<file path="src/hw/rtl/mroe_pkg.sv">
package mroe_pkg;

  localparam int MAX_ROWS  = 16;
  localparam int MAX_COLS  = 16;
  localparam int FRAC_BITS = 16;

  localparam int DEPTH   = MAX_ROWS * MAX_COLS;
  localparam int ADDR_W  = $clog2(DEPTH);
  localparam int ROW_IW  = $clog2(MAX_ROWS);
  localparam int COL_IW  = $clog2(MAX_COLS);
  localparam int CNT_W   = 5;
  localparam int IDX_W   = 5;
  localparam int DATA_W  = 32;
  localparam int PROD_W  = 2 * DATA_W;
  localparam int STAT_W  = 2;
  localparam int ACT_W   = 3;

  localparam int IN_FIELDS_W = ACT_W + 3 * IDX_W + 2 * DATA_W;
  localparam int IN_TDATA_W  = ((IN_FIELDS_W + 7) / 8) * 8;
  localparam int OUT_FIELDS_W = DATA_W + STAT_W;
  localparam int OUT_TDATA_W  = ((OUT_FIELDS_W + 7) / 8) * 8;
  localparam int OUT_PAD      = OUT_TDATA_W - OUT_FIELDS_W;

  localparam int CFG_IDX_W = 1;
  localparam logic [CFG_IDX_W-1:0] CFG_ROWS_IDX = 1'b0;
  localparam logic [CFG_IDX_W-1:0] CFG_COLS_IDX = 1'b1;

  typedef enum logic [ACT_W-1:0] {
    ACT_WRITE     = 3'd0,
    ACT_READ      = 3'd1,
    ACT_ADD       = 3'd2,
    ACT_SUB       = 3'd3,
    ACT_SWAP      = 3'd4,
    ACT_SCALE_ROW = 3'd5,
    ACT_PIVOT     = 3'd6,
    ACT_SCALE_ALL = 3'd7
  } act_t;

  typedef enum logic [STAT_W-1:0] {
    STAT_OK       = 2'd0,
    STAT_BAD_IDX  = 2'd1,
    STAT_ZERO_FAC = 2'd2
  } stat_t;

  typedef enum logic [2:0] {
    ST_CLEAR,
    ST_IDLE,
    ST_ISSUE,
    ST_DRAIN
  } state_t;

  typedef struct packed {
    logic                     valid;
    act_t                     act;
    logic [DATA_W-1:0]        q0;
    logic [DATA_W-1:0]        q1;
    logic [DATA_W-1:0]        value;
    logic signed [PROD_W-1:0] prod;
  } wb_in_t;

  typedef struct packed {
    logic              we;
    logic              use_b;
    logic [DATA_W-1:0] wdata;
  } wb_out_t;

endpackage

</file>
<file path="src/hw/rtl/mroe_wb_alu.sv">
module mroe_wb_alu (
  input  mroe_pkg::wb_in_t  wb_in,
  output mroe_pkg::wb_out_t wb_out
);
  import mroe_pkg::*;

  localparam int SUM_W = PROD_W + 1;
  localparam logic signed [SUM_W-1:0] SAT_HI = SUM_W'(64'sh7fffffff);
  localparam logic signed [SUM_W-1:0] SAT_LO = -SUM_W'(64'sh80000000);

  function automatic logic [DATA_W-1:0] sat(input logic signed [SUM_W-1:0] v);
    logic [DATA_W-1:0] r;
    if (v > SAT_HI) r = {1'b0, {(DATA_W-1){1'b1}}};
    else if (v < SAT_LO) r = {1'b1, {(DATA_W-1){1'b0}}};
    else r = v[DATA_W-1:0];
    return r;
  endfunction

  logic signed [PROD_W-1:0] sh;
  logic signed [SUM_W-1:0]  sh_x;
  logic signed [SUM_W-1:0]  q0_x;
  logic signed [SUM_W-1:0]  q1_x;
  logic signed [SUM_W-1:0]  val_x;

  always_comb begin
    // arithmetic shift floors, matching the product rounding
    sh    = wb_in.prod >>> FRAC_BITS;
    sh_x  = {sh[PROD_W-1], sh};
    q0_x  = {{(SUM_W-DATA_W){wb_in.q0[DATA_W-1]}}, wb_in.q0};
    q1_x  = {{(SUM_W-DATA_W){wb_in.q1[DATA_W-1]}}, wb_in.q1};
    val_x = {{(SUM_W-DATA_W){wb_in.value[DATA_W-1]}}, wb_in.value};

    wb_out.we    = wb_in.valid;
    wb_out.use_b = 1'b0;
    wb_out.wdata = wb_in.value;
    unique case (wb_in.act)
      ACT_WRITE: wb_out.wdata = wb_in.value;
      ACT_READ:  wb_out.we = 1'b0;
      ACT_ADD:   wb_out.wdata = sat(q0_x + val_x);
      ACT_SUB:   wb_out.wdata = sat(q0_x - val_x);
      ACT_SWAP:  wb_out.wdata = wb_in.q1;
      ACT_SCALE_ROW, ACT_SCALE_ALL: wb_out.wdata = sat(sh_x);
      ACT_PIVOT: begin
        wb_out.use_b = 1'b1;
        wb_out.wdata = sat(sh_x + q1_x);
      end
      default: wb_out.we = 1'b0;
    endcase
  end

endmodule

</file>
<file path="config.mk">
export PLATFORM = sky130hd
export DESIGN_NAME = mroe_wb_alu
export DESIGN_NICKNAME = d
export VERILOG_FILES = /design/src/hw/rtl/mroe_pkg.sv /design/src/hw/rtl/mroe_wb_alu.sv
export SDC_FILE = /design/constraint.sdc
export NUM_CORES = 1
export LEC_CHECK = 0
export ABC_AREA = 0
export BUFFER_PORTS_ARGS = -buffer_cell sky130_fd_sc_hd__clkbuf_2
export CORE_MARGIN = 2
export CORE_UTILIZATION = 34
export DETAILED_ROUTE_END_ITERATION = 8
export GPL_ROUTABILITY_DRIVEN = 0
export GPL_TIMING_DRIVEN = 0
export SYNTH_ARGS = -nofsm -noshare
export SYNTH_HDL_FRONTEND = slang
export SYNTH_SLANG_ARGS = --single-unit
</file>
<file path="constraint.sdc">
create_clock -name vclk -period 6.9
set_input_delay 1.725 -clock vclk [all_inputs]
set_output_delay 1.725 -clock vclk [all_outputs]
set_load 0.03 [all_outputs]
</file>
==> Word-level counts from Yosys, hierarchy flattened <==
Index checks and enable logic that the tools add are counted.
{ "word_totals": {"regBits": 0, "in_bits": 164, "output_inout_bits": 34, "wordCells": 30} }
{ "op_classes": {"n_addsub": 3, "order_cmp": 8, "n_eq_ne": 7, "n_mux": 11, "reduce_logical": 1} }
{ "ops": {"columns": ["cell", "count"], "rows": [
  ["$mux W32", 8],
  ["$pmux W32 S5", 1],
  ["$gt A33 B32 Y1 const B", 2],
  ["$lt A33 B32 Y1 const B", 2],
  ["$add A48 B32 Y49", 1],
  ["$gt A49 B32 Y1 const B", 1],
  ["$lt A49 B32 Y1 const B", 1],
  ["$gt A48 B32 Y1 const B", 1],
  ["$lt A48 B32 Y1 const B", 1],
  ["$add A32 B32 Y33", 1],
  ["$sub A32 B32 Y33", 1],
  ["$eq A3 B3 Y1 const B", 4],
  ["$eq A3 B2 Y1 const B", 2],
  ["$eq A3 B1 Y1 const B", 1],
  ["$mux W1", 2],
  ["$reduce_or A2 Y1", 1]
]} }

==> Depth between registers and ports, before layout <==
Gate-level depths: netlist of the first run.
{ "logic_depth": {"ltp_word": 5, "mapped_depth": 16, "depth_no_buf": 15} }

==> Worst setup path after synthesis of the first run <==
OpenSTA, ideal clock, no wires.
{ "synth_timing": {"path_type": "input-to-output", "from": "in wb_in[16] (netlist bit)", "to": "out wb_out[13] (netlist bit)", "arrival_time_ns": 5.282, "t_required_ns": 5.175, "slack_ns": -0.107, "stages": 15, "path_buffers": 1, "path_cell_list": "ha_1 -> inv_1 -> fa_1 -> nand2b_1 -> a21oi_1 -> nor2b_1 -> o31ai_2 -> a22o_1 -> a41oi_1 -> xor2_1 -> or4_1 -> o31ai_1 -> buf_2 -> a31oi_1 -> a32oi_1"} }
{ "synth_lines": {"columns": ["element", "line", "source"], "rows": [
  ["start: declaration", "mroe_wb_alu.sv:2", "input mroe_pkg::wb_in_t wb_in,"],
  ["end: declaration", "mroe_wb_alu.sv:3", "output mroe_pkg::wb_out_t wb_out"]
]} }

==> results of run 1 <==
## cells in the mapped netlist, drive strengths merged (18+ instances only)
cell	n
a21o	28
a21oi	171
a221o	19
a31oi	33
clkbuf	71
ha	112
inv	71
nand2	117
nand2b	19
nand3	44
nand4	35
nor2	121
nor2b	18
nor3	22
o21a	20
o21ai	113
xnor2	30
## how the worst max path moves through the flow
stage              start         end  slack [ps]  cells past startpoint
2_1_floorplan  wb_in[16]  wb_out[19]        -100                     15
3_3_place_gp   wb_in[96]  wb_out[28]       -1340                     17
3_5_place_dp   wb_in[96]  wb_out[28]       -1370                     17
4_1_cts        wb_in[96]  wb_out[28]        -290                     18
5_1_grt        wb_in[96]  wb_out[28]        -510                     18
6_report       wb_in[17]  wb_out[28]        -420                     17
## worst max-delay path: cells and delay by family
family | cells | cell delay (ps)
fa+ha+maj | 1 | 410
compound gates | 7 | 1740
xor+xnor | 1 | 170
simple gates | 3 | 790
buf+inv | 5 | 750
## power breakdown
group	internal, mW	switching (mW)
sequential	0	0
clock	0	0
combinational	0.552	0.800
## what timing repair did
action                     in CTS  in global routing
setup endpoints to repair      31                 31
resized for setup             284                142
pin swaps                      59                 64
cloned                          2                  0
buffers inserted               40                 25
## cells by family (layout without fill, tap and decap cells)
logic type      Yosys count  in the layout  share of synthesized area [%]
buf+inv                 156            377                          7.285
simple gates            439            439                          25.18
mux                       4              4                         0.4947
compound gates          568            568                          44.70
xor+xnor                 46             46                          4.827
fa+ha+maj               115            115                          17.51
## cell type report
type	count	area (um2)	area share [%]
Buffer	59	359.1	2.959
Inverter	71	276.5	2.278
Multi-Input combinational cell	1172	9335	76.92
Tap cell	324	405.4	3.340
Timing Repair Buffer	247	1760	14.51
## layer usage
layer | global-route usage [%] | vias to the layer above | wire length [um]
met5 | 0 | - | 0
met4 | 15.48 | 0 | 2564
met3 | 3.848 | 153 | 4356
met2 | 45.81 | 826 | 17520
met1 | 39.98 | 5633 | 16860
li1 | - | 5512 | -
## metrics by stage
step           cells  cell area, um2  worst slack, ps  TNS [ps]  utilization [%]
2_1_floorplan   1328            8514           -103.8     -1360                -
4_1_cts         1853           11380           -290.8     -6450            47.06
3_3_place_gp    1834            9831            -1344    -35940            40.66
5_1_grt         1873           12140           -511.7    -12840            50.20
6_report        1873           12140           -422.3     -9731            50.20
3_5_place_dp    1834            9831            -1375    -36390            40.66
==> reports/qor.txt, run 1 <==
cell area after synthesis: 8347 um2
count of pins over their slew limit: 0
hold path endpoint: wb_out[33]
row count: 57
minimum hold slack: 3815 ps
number of placed I/O pins: 198
total power: 1.352 mW
sequential cells: 0
Critical Path, Cell by Cell: buf_2 -> inv_1 -> fa_2 -> nand2b_4 -> a21oi_4 -> nor2b_4 -> o31ai_4 -> a22o_1 -> a21boi_2 -> xor2_2 -> or4_4 -> o31ai_4 -> buf_6 -> buf_12 -> a31oi_4 -> a32oi_2 -> clkbuf_8
number of design rule violations left after detail routing: 0
pin count of the biggest net entering global routing: 19
Unique masters post-synth: 77
Yosys Warn Count: 0
residual overflow from global routing: 0
critical hold path startpoint: wb_in[163]
worst max-slew margin expressed relative to the limit: 18.50%
number of nets in the layout: 1830
worst hold path cell count: 3
Crit Path Category: in2out
post-synthesis cell type with the largest combined area: ha_1
element type at the critical path end: output pin
antenna violations before repair: 0
post-synthesis average cell area: 6.285 um2
final-layout fill cell count: 2377
Hold Vio Cnt, Final: 0
DR pass1 iterations: 6
Die X: 160.7 um
type of the most critical hold path: in2out
total number of vias: 12120
port buffer count: 182
dominant cells by area after synthesis: ha_1 (17%), a21oi_1 (10%), o21ai_0 (6.5%)
Total Die Area: 25820 um2
post-detailed-route wirelength per cell: 22.05 um
proportion of synthesized chip area in sequential cells: 0%
die span in y: 160.7 um
setup repair after global routing missed its margin: true
commonest non-fill, non-tap cell in the layout: clkbuf_2
outcome: complete, but fails checks
power density over cell area: 111.4 nW/um2
total track usage: 29.56%
initial core utilization: 34.52%
fraction of layout cells with a size suffix above 1: 31.96%
via count of the first global-routing pass: 11260
number of instances in the synthesized netlist: 1328
violations in the final reports: negative setup slack
Slowest cell on crit path: or4_4
ant diodes: 0
Syn-to-layout area delta: 45.41%
wire length of the first global-routing pass: 61560 um
Leak Pwr: 4.798 nW
nets in the synthesized netlist: 1607
slew at the pin with the worst max-slew slack: 1207 ps
final worst path period need: 7322 ps
WP data required: 5180 ps
type of element launching the critical path: primary input
area share of the largest cell type after synthesis: 16.79%
Max VDD drop: 0.00009405 V
final setup vio count: 31
clock buffer count in the final layout: 0
worst setup slack after layout: -422.3 ps
Worst path most repeated cell: o31ai_4
drt via density: 6.473
part of the cycle the worst path needs: 106.1%
final routed wirelength across all metal layers: 41290 um
Peak Freq: 136.6 MHz
iteration-0 DRC count of the detailed router: 1355
cts hold-fix bufs: 0
crit path max fanout: 5
half-perimeter wire length after detailed placement: 31780 um
FF+latch area: 0 um2
worst path arrival time: 5600 ps
residual antenna-violating net count after detailed routing: 0
commonest cells after routing, fill and taps aside: clkbuf_2 (154), a21oi_1 (137), nor2_1 (117)
max-cap viol count: 0
placeable core region: 24180 um2
CP max stage delay: 550 ps
Note: power is estimated with default switching activity, not from simulation.
==> inputs of run 2 (changes only) <==
Settings changed: ABC_AREA 0 to 1.
==> reports/qor.txt, run 2 <==
outcome: complete, no violations
drt via density: 5.248
number of placed I/O pins: 198
antenna violations before repair: 0
post-synthesis cell type with the largest combined area: nand2_1
number of design rule violations left after detail routing: 0
fraction of layout cells with a size suffix above 1: 12.79%
WP data required: 5180 ps
via count of the first global-routing pass: 12530
Slowest cell on crit path: fa_1
post-detailed-route wirelength per cell: 16.49 um
Total Neg Setup Slack: 0 ps
element type at the critical path end: output pin
worst setup slack after placement: -86.11 ps
wire length of the first global-routing pass: 65580 um
Worst path most repeated cell: nand2_1
Syn-to-layout area delta: 14.74%
final worst path period need: 6678 ps
cts hold-fix bufs: 0
setup repair bufs after CTS: 0
ant diodes: 0
final setup vio count: 0
die span in y: 178.4 um
residual overflow from global routing: 0
commonest non-fill, non-tap cell in the layout: nand2_1
power density over cell area: 108.2 nW/um2
Total Die Area: 31840 um2
Unique masters post-synth: 51
Peak Freq: 149.7 MHz
DR pass1 iterations: 6
crit path max fanout: 10
placeable core region: 29800 um2
commonest cells after routing, fill and taps aside: nand2_1 (770), inv_1 (310), nor2_1 (206)
final-layout fill cell count: 3494
total track usage: 26.41%
proportion of synthesized chip area in sequential cells: 0%
type of element launching the critical path: primary input
number of nets in the layout: 2556
final routed wirelength across all metal layers: 43940 um
Leak Pwr: 6.879 nW
CP max stage delay: 420 ps
dominant cells by area after synthesis: nand2_1 (28%), ha_1 (14%), inv_1 (11%)
port buffer count: 182
iteration-0 DRC count of the detailed router: 1362
total number of vias: 13990
row count: 63
worst path arrival time: 4950 ps
Hold Vio Cnt, Final: 0
pin count of the biggest net entering global routing: 19
most used standard cells in the synthesized netlist: nand2_1 (772), inv_1 (311), nor2_1 (206)
worst max-slew margin expressed relative to the limit: 32.35%
# placed instances: 2665
slew at the pin with the worst max-slew slack: 1011 ps
FF+latch area: 0 um2
number of instances in the synthesized netlist: 2093
worst setup slack after layout: 222.2 ps
residual antenna-violating net count after detailed routing: 0
sequential cells: 0
Crit Path Category: in2out
type of the most critical hold path: in2out
clock buffer count in the final layout: 0
max-cap viol count: 0
cell area after synthesis: 10350 um2
nets in the synthesized netlist: 2372
half-perimeter wire length after detailed placement: 39290 um
WP buf/inv: 5
Finished Layout Cells: 2665
crit-path leading delay family: simple AND/OR/NAND/NOR gates
dominant cell by count in the synthesized netlist: nand2_1
Die X: 178.4 um
post-synthesis average cell area: 4.943 um2
Max VDD drop: 0.00007536 V
initial core utilization: 34.72%
Yosys Warn Count: 0
count of pins over their slew limit: 0
area share of the largest cell type after synthesis: 28.01%
part of the cycle the worst path needs: 96.78%
total power: 1.284 mW
run 2: cell types whose count changed after synthesis, moves of 20 or more:
cell,delta
clkbuf_1,-50
inv_1,+242
a21o_1,-20
nor2_1,+85
xnor2_1,-21
nand3_1,+98
xor2_1,+52
o21ai_0,-66
a31oi_1,-28
nand2_1,+655
inv_2,+21
run 2: metrics by stage:
step	hold WS (ps)	utilization, %	area (um2)
4_1_cts	3790	39.48	11760
2_1_floorplan	3618	-	10350
3_3_place_gp	3784	39.42	11750
5_1_grt	3817	39.84	11870
6_report	3788	39.84	11870
3_5_place_dp	3789	39.42	11750
run 2: final timing paths:
path	startpoint	end	slack [ps]	cells after the start
setup / recovery	wb_in[16]	wb_out[17]	220	25
hold / removal	wb_in[163]	wb_out[33]	3790	4
run 2: what timing repair did:
action / CTS / global route
pin swaps: 0 / 0
gates resized for setup: 3 / 29
setup endpoints to repair: 27 / 31
run 2: power breakdown:
part	leakage, nW	internal [mW]	switching (mW)
Clock	0	0	0
Sequential	0	0	0
Combinational	6.88	0.407	0.877
run 2: logic make-up after synthesis:
group	count (synthesis)	share of synthesized area, %
XOR/XNOR	79	6.942
AND/OR/NAND/NOR	1211	48.06
adder cells (fa/ha/maj)	115	14.13
buffers and inverters	396	15.36
AO/OA/AOI/OAI	292	15.52
run 2: area by class of cell:
type	count	area [um2]	area share [%]
Multi-Input combinational cell	1697	8875	74.76
Inverter	336	1264	10.64
Timing Repair Buffer	182	915.9	7.715
Tap cell	390	488.0	4.110
Buffer	60	329.1	2.772
run 2: tightest hold or removal path: cells and delay by family:
family	cells	cell delay, ps
buffers and inverters	3	290
AO/OA/AOI/OAI	1	50
run 2: routing by layer:
layer | GRT usage (%) | wire (um) | share of wire (%)
met1 | 37.91 | 20190 | 46
met2 | 39.56 | 17650 | 40
met3 | 5.286 | 4754 | 11
met4 | 7.453 | 1353 | 3.1
met5 | 0 | 0 | 0
